## src/sv/u2c_pkg.sv

```systemverilog
// ----------------------------------------------------------------------------
// UTF-8 to CP1252 decoder package
// Shared types, constants and the code point lookup for the decoder.
// ----------------------------------------------------------------------------
package u2c_pkg;

  localparam int ACC_W      = 64;
  localparam int PEND_W     = 3;
  localparam int QUEUE_DEPTH = 4;
  localparam int QUEUE_AW   = 2;
  localparam int QUEUE_CW   = 3;
  localparam int PADDR_W    = 3;
  localparam int PDATA_W    = 32;

  // Register index of decode_enable, taken from paddr[2].
  localparam logic REG_DECODE_ENABLE = 1'b0;

  localparam logic [7:0]  DOT_CHAR    = 8'h2E;
  localparam logic [13:0] ELLIPSIS_CP = 14'h2026;

  // Number of dots emitted for one ellipsis, minus one.
  localparam logic [1:0]  LAST_DOT    = 2'd2;

  typedef struct packed {
    logic [7:0] in_byte;
    logic       first_of_string;
  } in_item_t;

  typedef struct packed {
    logic [7:0] out_byte;
    logic       last_of_run;
  } out_item_t;

  typedef enum logic {
    KIND_SINGLE = 1'b0,
    KIND_DOTS   = 1'b1
  } entry_kind_t;

  typedef struct packed {
    entry_kind_t kind;
    logic [7:0]  code;
  } entry_t;

  typedef struct packed {
    logic empty;
    logic full;
  } queue_stat_t;

  typedef struct packed {
    logic       hit;
    logic [7:0] code;
  } map_hit_t;

  // Windows-1252 bytes for code points above U+00FF, save U+017D, U+017E, U+2026.
  function automatic map_hit_t map_lookup(input logic [13:0] cp);
    map_hit_t r;
    r.hit = 1'b1;
    unique case (cp)
      14'h0152: r.code = 8'h8C;
      14'h0153: r.code = 8'h9C;
      14'h0160: r.code = 8'h8A;
      14'h0161: r.code = 8'h9A;
      14'h0178: r.code = 8'h9F;
      14'h0192: r.code = 8'h83;
      14'h02C6: r.code = 8'h88;
      14'h02DC: r.code = 8'h98;
      14'h2013: r.code = 8'h96;
      14'h2014: r.code = 8'h97;
      14'h2018: r.code = 8'h91;
      14'h2019: r.code = 8'h92;
      14'h201A: r.code = 8'h82;
      14'h201E: r.code = 8'h84;
      14'h201C: r.code = 8'h93;
      14'h201D: r.code = 8'h94;
      14'h2020: r.code = 8'h86;
      14'h2021: r.code = 8'h87;
      14'h2022: r.code = 8'h95;
      14'h2030: r.code = 8'h89;
      14'h2039: r.code = 8'h8B;
      14'h203A: r.code = 8'h9B;
      14'h20AC: r.code = 8'h80;
      14'h2122: r.code = 8'h99;
      default: begin
        r.hit  = 1'b0;
        r.code = 8'h00;
      end
    endcase
    return r;
  endfunction

endpackage

```

## src/sv/utf8_to_cp1252_decoder.sv

```systemverilog
// ----------------------------------------------------------------------------
// UTF-8 to CP1252 decoder
// Turns a UTF-8 byte stream into single-byte Windows-1252 text.
// ----------------------------------------------------------------------------
// Usage:
// Input transactions carry one byte of the encoded string plus a
// first_of_string flag that drops any unfinished sequence. Output
// transactions carry one decoded byte and last_of_run, which marks the
// final byte produced for an input byte. An input byte yields zero, one or
// (for U+2026) three output bytes.
// An accepted byte passes through the queue and then the output register
// before it is shown on the output. Throughput is one byte per cycle while
// the queue has room; the output register emits an ellipsis as three dots.
// A four-entry queue between the front end and the output stage absorbs
// those expansions and any receiver stall; in_ready drops only when it is
// full. Reset clears the sequence state, the queue and the output valid,
// and puts the block in bypass (decode_enable low), where every byte
// passes through unchanged.
// ----------------------------------------------------------------------------
module utf8_to_cp1252_decoder (
  input  logic                          clk,
  input  logic                          rst,
  // Byte input channel.
  input  logic                          in_valid,
  output logic                          in_ready,
  input  u2c_pkg::in_item_t             in_data,
  // Decoded byte output channel.
  output logic                          out_valid,
  input  logic                          out_ready,
  output u2c_pkg::out_item_t            out_data,
  // Register port.
  input  logic                          psel,
  input  logic                          penable,
  input  logic                          pwrite,
  input  logic [u2c_pkg::PADDR_W-1:0]   paddr,
  input  logic [u2c_pkg::PDATA_W-1:0]   pwdata,
  output logic [u2c_pkg::PDATA_W-1:0]   prdata,
  output logic                          pready
);
  import u2c_pkg::*;

  logic        decode_enable;
  logic        push;
  logic        pop;
  entry_t      push_entry;
  entry_t      head;
  queue_stat_t stat;

  // The register port never waits. The single register sits at index 0.
  assign pready = 1'b1;
  assign prdata = (paddr[2] == REG_DECODE_ENABLE) ?
                  {{(PDATA_W-1){1'b0}}, decode_enable} : '0;

  always_ff @(posedge clk) begin
    if (rst) begin
      decode_enable <= 1'b0;
    end else if (psel && penable && pwrite && paddr[2] == REG_DECODE_ENABLE) begin
      decode_enable <= pwdata[0];
    end
  end

  // Front end: sequence tracking and classification of each byte.
  u2c_front u_front (
    .clk           (clk),
    .rst           (rst),
    .decode_enable (decode_enable),
    .in_valid      (in_valid),
    .in_ready      (in_ready),
    .in_data       (in_data),
    .stat          (stat),
    .push          (push),
    .push_entry    (push_entry)
  );

  // Queue of pending output entries.
  u2c_queue u_queue (
    .clk        (clk),
    .rst        (rst),
    .push       (push),
    .push_entry (push_entry),
    .pop        (pop),
    .head       (head),
    .stat       (stat)
  );

  // Output stage: one byte per transaction.
  u2c_back u_back (
    .clk       (clk),
    .rst       (rst),
    .head      (head),
    .stat      (stat),
    .pop       (pop),
    .out_valid (out_valid),
    .out_ready (out_ready),
    .out_data  (out_data)
  );

endmodule

```

## src/sv/u2c_front.sv

```systemverilog
// ----------------------------------------------------------------------------
// Decoder front end
// Accepts bytes, tracks the UTF-8 sequence state and queues output entries.
// ----------------------------------------------------------------------------
module u2c_front (
  input  logic              clk,
  input  logic              rst,
  input  logic              decode_enable,
  input  logic              in_valid,
  output logic              in_ready,
  input  u2c_pkg::in_item_t in_data,
  input  u2c_pkg::queue_stat_t stat,
  output logic              push,
  output u2c_pkg::entry_t   push_entry
);
  import u2c_pkg::*;

  logic [PEND_W-1:0] pending;
  logic [PEND_W-1:0] pending_next;
  logic [ACC_W-1:0]  acc;
  logic [ACC_W-1:0]  acc_next;
  logic [PEND_W-1:0] pend_eff;
  logic [ACC_W-1:0]  acc_eff;
  logic [ACC_W-1:0]  folded;
  logic [7:0]        b;
  logic              produce;
  entry_t            entry;
  map_hit_t          mh;

  assign in_ready = !stat.full;
  assign b        = in_data.in_byte;
  assign pend_eff = in_data.first_of_string ? '0 : pending;
  assign acc_eff  = in_data.first_of_string ? '0 : acc;
  assign folded   = {acc_eff[ACC_W-7:0], 6'b0} + {{(ACC_W-8){1'b0}}, b} - 64'd128;
  assign mh       = map_lookup(folded[13:0]);

  always_comb begin
    pending_next = pend_eff;
    acc_next     = acc_eff;
    produce      = 1'b0;
    entry.kind   = KIND_SINGLE;
    entry.code   = b;
    if (!decode_enable) begin
      produce = 1'b1;
    end else if (pend_eff != '0) begin
      acc_next     = folded;
      pending_next = pend_eff - 1'b1;
      if (pending_next == '0) begin
        // Sequence complete: classify the finished code point.
        if (folded[ACC_W-1:8] == '0) begin
          produce    = 1'b1;
          entry.code = folded[7:0];
        end else if (folded[ACC_W-1:14] == '0 && folded[13:0] == ELLIPSIS_CP) begin
          produce    = 1'b1;
          entry.kind = KIND_DOTS;
          entry.code = DOT_CHAR;
        end else if (folded[ACC_W-1:14] == '0 && mh.hit) begin
          produce    = 1'b1;
          entry.code = mh.code;
        end
      end
    end else if (b[7]) begin
      priority if (b >= 8'd252) begin
        acc_next     = {{(ACC_W-8){1'b0}}, b - 8'd252};
        pending_next = 3'd5;
      end else if (b >= 8'd248) begin
        acc_next     = {{(ACC_W-8){1'b0}}, b - 8'd248};
        pending_next = 3'd4;
      end else if (b >= 8'd240) begin
        acc_next     = {{(ACC_W-8){1'b0}}, b - 8'd240};
        pending_next = 3'd3;
      end else if (b >= 8'd224) begin
        acc_next     = {{(ACC_W-8){1'b0}}, b - 8'd224};
        pending_next = 3'd2;
      end else if (b >= 8'd192) begin
        acc_next     = {{(ACC_W-8){1'b0}}, b - 8'd192};
        pending_next = 3'd1;
      end else begin
        // Stray continuation byte: dropped, state kept.
        pending_next = pend_eff;
      end
    end else begin
      acc_next = {{(ACC_W-8){1'b0}}, b};
      produce  = 1'b1;
    end
  end

  assign push       = in_valid && in_ready && produce;
  assign push_entry = entry;

  always_ff @(posedge clk) begin
    if (rst) begin
      pending <= '0;
      acc     <= '0;
    end else if (in_valid && in_ready) begin
      pending <= pending_next;
      acc     <= acc_next;
    end
  end

endmodule

```

## src/sv/u2c_queue.sv

```systemverilog
// ----------------------------------------------------------------------------
// Decoder entry queue
// Short shifting queue between the front end and the output stage.
// ----------------------------------------------------------------------------
module u2c_queue (
  input  logic                 clk,
  input  logic                 rst,
  input  logic                 push,
  input  u2c_pkg::entry_t      push_entry,
  input  logic                 pop,
  output u2c_pkg::entry_t      head,
  output u2c_pkg::queue_stat_t stat
);
  import u2c_pkg::*;

  entry_t              slot [QUEUE_DEPTH];
  logic [QUEUE_CW-1:0] count;
  logic [QUEUE_CW-1:0] wr_pos;

  assign head       = slot[0];
  assign stat.empty = (count == '0);
  assign stat.full  = (count == QUEUE_CW'(QUEUE_DEPTH));
  assign wr_pos     = pop ? count - 1'b1 : count;

  // Each slot either takes the new entry or shifts toward the head.
  always_ff @(posedge clk) begin
    for (int i = 0; i < QUEUE_DEPTH - 1; i++) begin
      if (push && wr_pos[QUEUE_AW-1:0] == QUEUE_AW'(i)) begin
        slot[i] <= push_entry;
      end else if (pop) begin
        slot[i] <= slot[i+1];
      end
    end
    if (push && wr_pos[QUEUE_AW-1:0] == QUEUE_AW'(QUEUE_DEPTH - 1)) begin
      slot[QUEUE_DEPTH-1] <= push_entry;
    end
  end

  always_ff @(posedge clk) begin
    if (rst) begin
      count <= '0;
    end else begin
      count <= count + QUEUE_CW'(push) - QUEUE_CW'(pop);
    end
  end

endmodule

```

## src/sv/u2c_back.sv

```systemverilog
// ----------------------------------------------------------------------------
// Decoder output stage
// Expands queued entries into output bytes held in an output register.
// ----------------------------------------------------------------------------
module u2c_back (
  input  logic                 clk,
  input  logic                 rst,
  input  u2c_pkg::entry_t      head,
  input  u2c_pkg::queue_stat_t stat,
  output logic                 pop,
  output logic                 out_valid,
  input  logic                 out_ready,
  output u2c_pkg::out_item_t   out_data
);
  import u2c_pkg::*;

  logic [1:0] dot_idx;
  logic       load;
  logic       last_now;

  assign load     = !out_valid || out_ready;
  assign last_now = (head.kind == KIND_SINGLE) || (dot_idx == LAST_DOT);
  assign pop      = load && !stat.empty && last_now;

  always_ff @(posedge clk) begin
    if (load && !stat.empty) begin
      out_data.out_byte    <= head.code;
      out_data.last_of_run <= last_now;
    end
  end

  always_ff @(posedge clk) begin
    if (rst) begin
      out_valid <= 1'b0;
      dot_idx   <= '0;
    end else if (load) begin
      out_valid <= !stat.empty;
      if (!stat.empty) begin
        dot_idx <= last_now ? 2'd0 : dot_idx + 2'd1;
      end
    end
  end

endmodule
```

## config.mk

```make
export PLATFORM = sky130hd
export DESIGN_NAME = utf8_to_cp1252_decoder
export DESIGN_NICKNAME = d
export VERILOG_FILES = /design/src/sv/u2c_pkg.sv /design/src/sv/utf8_to_cp1252_decoder.sv /design/src/sv/u2c_front.sv /design/src/sv/u2c_queue.sv /design/src/sv/u2c_back.sv
export SDC_FILE = /design/constraint.sdc
export NUM_CORES = 1
export LEC_CHECK = 0
export ABC_AREA = 1
export BUFFER_PORTS_ARGS = -buffer_cell sky130_fd_sc_hd__buf_2
export CAP_MARGIN = 10
export CORE_MARGIN = 3
export CORE_UTILIZATION = 57
export CTS_CLUSTER_SIZE = 20
export DETAILED_ROUTE_END_ITERATION = 10
export PLACE_DENSITY_LB_ADDON = 0.08
export SETUP_SLACK_MARGIN = 0.02
export SLEW_MARGIN = 10
export SYNTH_ARGS = -nofsm -noshare
export SYNTH_HDL_FRONTEND = slang
export SYNTH_SLANG_ARGS = --single-unit
```

## constraint.sdc

```tcl
create_clock -name clk -period 6.5 [get_ports clk]
set_input_delay 0.325 -clock clk [delete_from_list [all_inputs] [get_ports clk]]
set_output_delay 0.325 -clock clk [all_outputs]
set_load 0.05 [all_outputs]
```

# Word-level counts from Yosys, hierarchy flattened
# Memory sizes are Yosys's and may differ from the RTL's.
# Cells that the tools add are included.
[word_totals]
memories = 1
rom_bits = 0
word_cells = 148
mem_bits_rw = 36
in_bits = 51
out_inout_bits = 44
latch_bits = 0
ff_bits = 83
[mem_list]
columns = ["memory", "words", "word_bits", "read_ports", "rd_ports_with_merged_regs", "wr", "line", "source"]
rows = [
  ["u_queue.slot", 4, 9, 4, 0, 3, "u2c_queue.sv:16", "entry_t slot [QUEUE_DEPTH];"],
]
[op_classes]
eq_ne = 30
mux = 59
magnitude_cmp = 5
n_div = 0
mul = 0
n_reduce_logical = 27
n_addsub = 12
bitwise = 6
shifts = 0
[op_table]
columns = ["cell", "count"]
rows = [
  ["64-bit two-way mux", 9],
  ["14-bit == test (second input constant)", 17],
  ["8-bit case mux with 24 select lines", 1],
  ["14-bit by 9-bit == test with 1-bit output (second input constant)", 6],
  ["64-bit by 8-bit adder with 64-bit output", 1],
  ["64-bit by 8-bit subtractor with 64-bit output (second input constant)", 1],
  ["9-bit two-way mux", 7],
  ["56-bit logical NOT", 1],
  ["50-bit logical NOT", 1],
  ["8-bit >= comparator (second input constant)", 5],
  ["8-bit subtractor (second input constant)", 5],
  ["14-bit by 10-bit == test with 1-bit output (second input constant)", 2],
  ["1-bit two-way mux", 27],
  ["3-bit two-way mux", 9],
  ["8-bit two-way mux", 3],
  ["24-bit OR reduction", 1],
  ["1-bit logical AND", 13],
  ["9-bit OR reduction", 1],
  ["2-bit == test (second input constant)", 3],
  ["3-bit logical NOT", 2],
  ["2-bit two-way mux", 3],
  ["3-bit by 1-bit adder with 3-bit output", 1],
  ["3-bit == test (second input constant)", 1],
  ["1-bit logical NOT", 3],
  ["other kinds (11)", 16],
]

# Logic depth before layout (Yosys ltp)
[logic_depth]
depth_word = 19
mapped_depth = 39
depth_no_buf = 35

# Cells and area by module
# A second synthesis with hierarchy kept.
[unflattened]
cells_unflattened = 2120
hier_area_um2 = 12633.4
[modules_own_cells]
columns = ["module", "seq_area_each_um2", "instances", "cells_each", "area_each_um2"]
rows = [
  ["u2c_front", 1221.2, 1, 1868, 10048.4],
  ["u2c_queue", 1141.1, 1, 170, 1826.8],
  ["u2c_back", 330.3, 1, 35, 440.4],
  ["utf8_to_cp1252_decoder", 20.0, 1, 47, 317.8],
]

# Worst setup path before layout
# Ideal clock, no wire load.
[synth_path]
path_type = "input to register"
from = "input in_data[0] (netlist bit)"
to = "memory u_queue.slot[1][10] (netlist bit) (enable)"
required_ns = 6.113
path_slack_ns = 1.511
cell_stages = 33
t_arrival_ns = 4.602
n_path_buf = 4
setup_ns = 0.387
cell_sequence = "buf_6 > inv_8 > buf_6 > clkbuf_1 > buf_1 > nand2_1 > ha_1 > inv_1 > ha_1 > fa_1 > nand2_1 > nand2_1 > nand2_1 > nand2_2 > nand2_1 > nand2_2 > nand2_1 > nand2_1 > nand2_1 > nand2_1 > nand2_1 > nand2_1 > nand2_1 > nand2_1 > nor2_1 > nand2_1 > nor2_1 > nand4_2 > nor2_8 > o311ai_4 > nand2_4 > nand2_1 > nor3_1"
[synth_lines]
columns = ["item", "line", "source"]
rows = [
  ["start: declaration", "utf8_to_cp1252_decoder.sv:26", "input u2c_pkg::in_item_t in_data,"],
  ["end: declaration", "u2c_queue.sv:16", ""],
]

# Worst setup path in the final report
[layout_path]
from = "input in_data[0] (netlist bit)"
to = "register u_queue.count[2]"
[layout_between]
elab_chain_cells = 16
word_cells_on_any_way = 47
classes_between = "add/sub: 5; eq/ne: 25; mux: 9; reduce/logical: 8"
[layout_lines]
columns = ["item", "line", "source"]
rows = [
  ["64-bit two-way mux", "u2c_front.sv:33", "assign acc_eff = in_data.first_of_string ? '0 : acc;"],
  ["64-bit by 8-bit adder with 64-bit output", "u2c_front.sv:34", "assign folded = {acc_eff[ACC_W-7:0], 6'b0} + {{(ACC_W-8){1'b0}}, b} - 64'd128;"],
  ["64-bit by 8-bit subtractor with 64-bit output", "u2c_front.sv:34", ""],
  ["14-bit by 9-bit == test with 1-bit output (tied with other cells)", "u2c_pkg.sv:58", "unique case (cp)"],
  ["24-bit OR reduction (no source line)", "n/a", ""],
  ["1-bit two-way mux", "u2c_pkg.sv:58", ""],
  ["1-bit logical AND", "u2c_front.sv:57", "end else if (folded[ACC_W-1:14] == '0 && mh.hit) begin"],
  ["1-bit two-way mux", "u2c_front.sv:57", ""],
  ["1-bit two-way mux", "u2c_front.sv:53", "end else if (folded[ACC_W-1:14] == '0 && folded[13:0] == ELLIPSIS_CP) begin"],
  ["1-bit two-way mux", "u2c_front.sv:50", "if (folded[ACC_W-1:8] == '0) begin"],
  ["1-bit two-way mux", "u2c_front.sv:48", "if (pending_next == '0) begin"],
  ["1-bit two-way mux *", "u2c_front.sv:45", "end else if (pend_eff != '0) begin"],
  ["1-bit two-way mux *", "u2c_front.sv:43", "if (!decode_enable) begin"],
  ["1-bit logical AND *", "u2c_front.sv:88", "assign push = in_valid && in_ready && produce;"],
  ["3-bit by 1-bit adder with 3-bit output *", "u2c_queue.sv:43", "count <= count + QUEUE_CW'(push) - QUEUE_CW'(pop);"],
  ["3-bit by 1-bit subtractor with 3-bit output *", "u2c_queue.sv:43", ""],
  ["end signal: assignment", "u2c_queue.sv:43", ""],
  ["end: declaration", "u2c_queue.sv:17", "logic [QUEUE_CW-1:0] count;"],
]
# Mark *: on every way between the ends. The rest lies on a longest branch, timed or not.
# A chain may end at the register's enable or synchronous reset.

==> summary.txt <==
Critical path
  – CP bufs+invs: 4
  – Max stage delay on crit path: 0.62 ns
  – WP data required: 6.86 ns
  – WP data arrival: 5.86 ns
  – Worst reg2reg path depth: 28
  – FF-to-FF End: u_queue.count[2]
  – Crit path max fanout: 21
  – Cell family with most CP delay: simple AND/OR/NAND/NOR gates
  – Critical Path Sink Type: flop
  – Slowest-stage cell, CP: nor2_1
  – Reg-to-reg critical path startpoint: u_front.acc[1]
  – Critical path startpoint category: input pin
  – Critical path class: input pin to flop
  – Most Frequent Cell on Critical Path: nand2_1
  – Internal reg-to-reg setup slack: 1.23 ns

Timing
  – Worst-margin pin slew: 1.029 ns
  – Final Setup Violations: 0
  – Fin crit share: 84.60%
  – Setup TNS: 0 ns
  – RSZ-0062 raised after global routing: no
  – Fin. max-slew vios: 0
  – Fmax: 181.9 MHz
  – Fin. Hold Viols: 0
  – Worst slew margin: 31.34%
  – Final Critical Period: 5.499 ns
  – Clk_skew: 0.01320 ns

Clocking
  – Root Buffer: clkbuf_16
  – Setup repair bufs after CTS: 0
  – Clock Latency Late Sink: 0.44 ns
  – Clk sinks: 113
  – Hold buffers post-CTS: 0
  – CTS tree: built
  – Clock slew at reported path FFs: 0.06 ns
  – H-tree depth: 4
  – Num CTS Buffers: 17
  – CTS resizes: 0
  – Clk buf depth: 2

Route
  – DRC: 0
  – Post-route ant nets: 0
  – Drt wl/cell: 18.68 µm
  – First drt pass iteration count: 8
  – DRT iter0 DRCs: 1339
  – Vias: 13750
  – Vias/cell: 5.876
  – WL final: 43700 µm

Power and ir drop
  – Power per standard cell area: 408.0 nW/µm²
  – Lkg Pwr: 6.756 nW
  – Worst ir drop on vdd: 212.8 µV

Floorplanning
  – Die W: 152.8 µm
  – Die H: 152.8 µm
  – Die Area: 23340 µm²
  – I/O Pins: 95
  – Core area: 21090 µm²
  – Starting density of the core: 58.24%
  – FP Rows: 53

Synthesis
  – Post-synth EDFFs: 45
  – Average instance area after synthesis: 6.002 µm²
  – Netlist cell types: 64
  – Post-Synthesis Cell Area: 12280 µm²
  – Asr flop ratio synth: 0%
  – Seq/Total Area, Yosys: 22.09%
  – Predominant post-synthesis flop cell: dfxtp_1
  – Syn. warnings: 0
  – Syn Inst Count: 2046
  – Register bit total from synthesis: 113

Layout
  – Share of layout cells above drive strength 1: 7.171%
  – FF/Latch Area: 2713 µm²
  – Multi-input logic area: 7908 µm²
  – Nets: 2170
  – Antenna cells: 0
  – Layout area overhead: 6.500%
  – Finished Cell Area: 13080 µm²
  – Filler instances: 2083

Global routing
  – First-pass GRT wire length: 68270 µm
  – Initial antenna violation count: 0
  – Largest net degree at the start of global routing: 92
  – Global route total overflow: 0
  – Total Routing Usage GR: 36.46%
  – Vias in the first global route: 12870

Min path
  – Hold endpoint: decode_enable
  – Hold Path Class: input pin to flop
  – Hold path cells: 2
  – Hold_sp: pwdata[0]

Placement
  – Placed cell area: 12490 µm²
  – Detailed Place HPWL: 34220 µm
  – IO Port Bufs: 29
  – Gp weighted congestion: 1.047

Flow run
  – Max Cap Violations: 0

Status
  – Outcome: completed
==> Yosys cell counts, types with 3 or more instances <==
cell | count | share of area [%]
a211oi_1 | 6 | 0.37
a21o_1 | 3 | 0.18
a21oi_1 | 132 | 5.4
a221oi_1 | 35 | 2.5
a31oi_1 | 14 | 0.71
buf_1 | 6 | 0.18
buf_2 | 4 | 0.16
buf_4 | 35 | 2.1
clkbuf_1 | 35 | 1.1
dfxtp_1 | 68 | 11
edfxtp_1 | 45 | 11
ha_1 | 66 | 6.7
inv_1 | 326 | 10
inv_2 | 17 | 0.52
nand2_1 | 522 | 16
nand2_2 | 19 | 0.97
nand2_4 | 3 | 0.28
nand3_1 | 160 | 6.5
nand3_2 | 8 | 0.65
nand3b_1 | 6 | 0.37
nand4_1 | 27 | 1.4
nor2_1 | 270 | 8.3
nor2_2 | 8 | 0.41
nor3_1 | 25 | 1.0
nor4_1 | 3 | 0.15
o211ai_1 | 25 | 1.5
o21a_1 | 4 | 0.24
o21ai_0 | 85 | 3.5
o21ai_1 | 7 | 0.29
o21bai_1 | 6 | 0.37
o221a_2 | 6 | 0.55
o221ai_1 | 11 | 0.78
xor2_1 | 13 | 0.93
==> flip-flops by register name (all words and copies together), names as in the netlist <==
signal and cells:
decode_enable 1, u_front.acc 58, u_front.pending 3, u_back.dot_idx 2
u_back.out_data 9, u_back.out_valid 1, u_queue.slot 36, u_queue.count 3
==> per-layer routing <==
| metal | part of all wire, % | global-route usage, % | wire length [µm] |
|---|---|---|---|
| met1 | 41 | 48.39 | 18070 |
| met2 | 44 | 57.83 | 19200 |
| met3 | 8.5 | 4.942 | 3723 |
| met4 | 6.2 | 19.35 | 2696 |
| met5 | 0 | 0 | 0 |
==> cell families after synthesis <==
family          count (synthesis)  synth area share (%)
flops                         113                 22.09
buf+inv                       429                 14.54
other cells                     2               0.06115
compound gates                356                 18.06
xor+xnor                       17                 1.335
simple gates                 1061                 36.86
fa+ha+maj                      68                 7.050
==> how the worst max path moves through the flow <==
stage                           from                   to  slack, ns  cells after the start
after floorplan           in_data[0]  u_queue.slot[1][10]       1.51                     33
after global routing      in_data[0]     u_queue.count[2]       0.54                     29
after global placement    in_data[0]     u_queue.count[2]       0.90                     30
final                     in_data[0]     u_queue.count[2]       1.00                     29
after detailed placement  in_data[0]     u_queue.count[2]       0.76                     29
after CTS                 in_data[0]     u_queue.count[2]       1.13                     29
==> cells in the final DEF, fill, tap and decap left out, types with 3 or more instances in the layout <==
cell / Yosys / routed
a211oi_1: 6 / 6
conb_1: 2 / 32
o21ai_1: 7 / 7
nand4_1: 27 / 27
nand3_2: 8 / 8
nand2_1: 522 / 521
nand3_1: 160 / 160
edfxtp_1: 45 / 45
nor2_4: 2 / 3
o21bai_1: 6 / 6
nor2_1: 270 / 268
buf_2: 4 / 29
nor3_1: 25 / 25
dfxtp_1: 68 / 68
o21ai_0: 85 / 85
xor2_1: 13 / 13
ha_1: 66 / 66
o21a_1: 4 / 4
nand2_4: 3 / 3
nand2_2: 19 / 20
inv_8: 1 / 6
nor2_2: 8 / 9
clkbuf_16: 0 / 17
nand3b_1: 6 / 6
buf_4: 35 / 10
inv_2: 17 / 17
a221oi_1: 35 / 35
a31oi_1: 14 / 14
inv_1: 326 / 326
a21oi_1: 132 / 132
o221a_2: 6 / 6
inv_6: 0 / 6
nor4_1: 3 / 3
a21o_1: 3 / 3
o211ai_1: 25 / 25
o221ai_1: 11 / 11
==> layout make-up <==
class	instances	area share, %
multi-input combinational	1534	60.46
timing repair buffer	39	1.684
tap	275	2.631
clock inverter	15	1.244
inverter	346	9.988
clock buffer	17	3.253
sequential	113	20.74
==> report_power, final <==
part           switching, mW  internal (mW)  leakage [nW]  total [mW]
Combinational           2.40          0.843          5.48        3.24
Sequential            0.0832           1.04         0.993        1.12
Clock                  0.427          0.546         0.285       0.974
Total                   2.91           2.43          6.76        5.34
==> metrics by stage <==
step	cells	hold WS, ns	setup WS [ns]	utilization (%)	total power, mW
2_1_floorplan	2076	0.4003	1.511	-	3.413
3_3_place_gp	2307	0.4001	0.8951	59.23	4.164
3_5_place_dp	2307	0.4160	0.7650	59.23	4.252
4_1_cts	2339	0.1649	1.127	62.02	5.244
5_1_grt	2339	0.1661	0.5387	62.02	5.716
6_report	2339	0.1612	1.001	62.02	5.337
(Power assumes the default switching activity.)
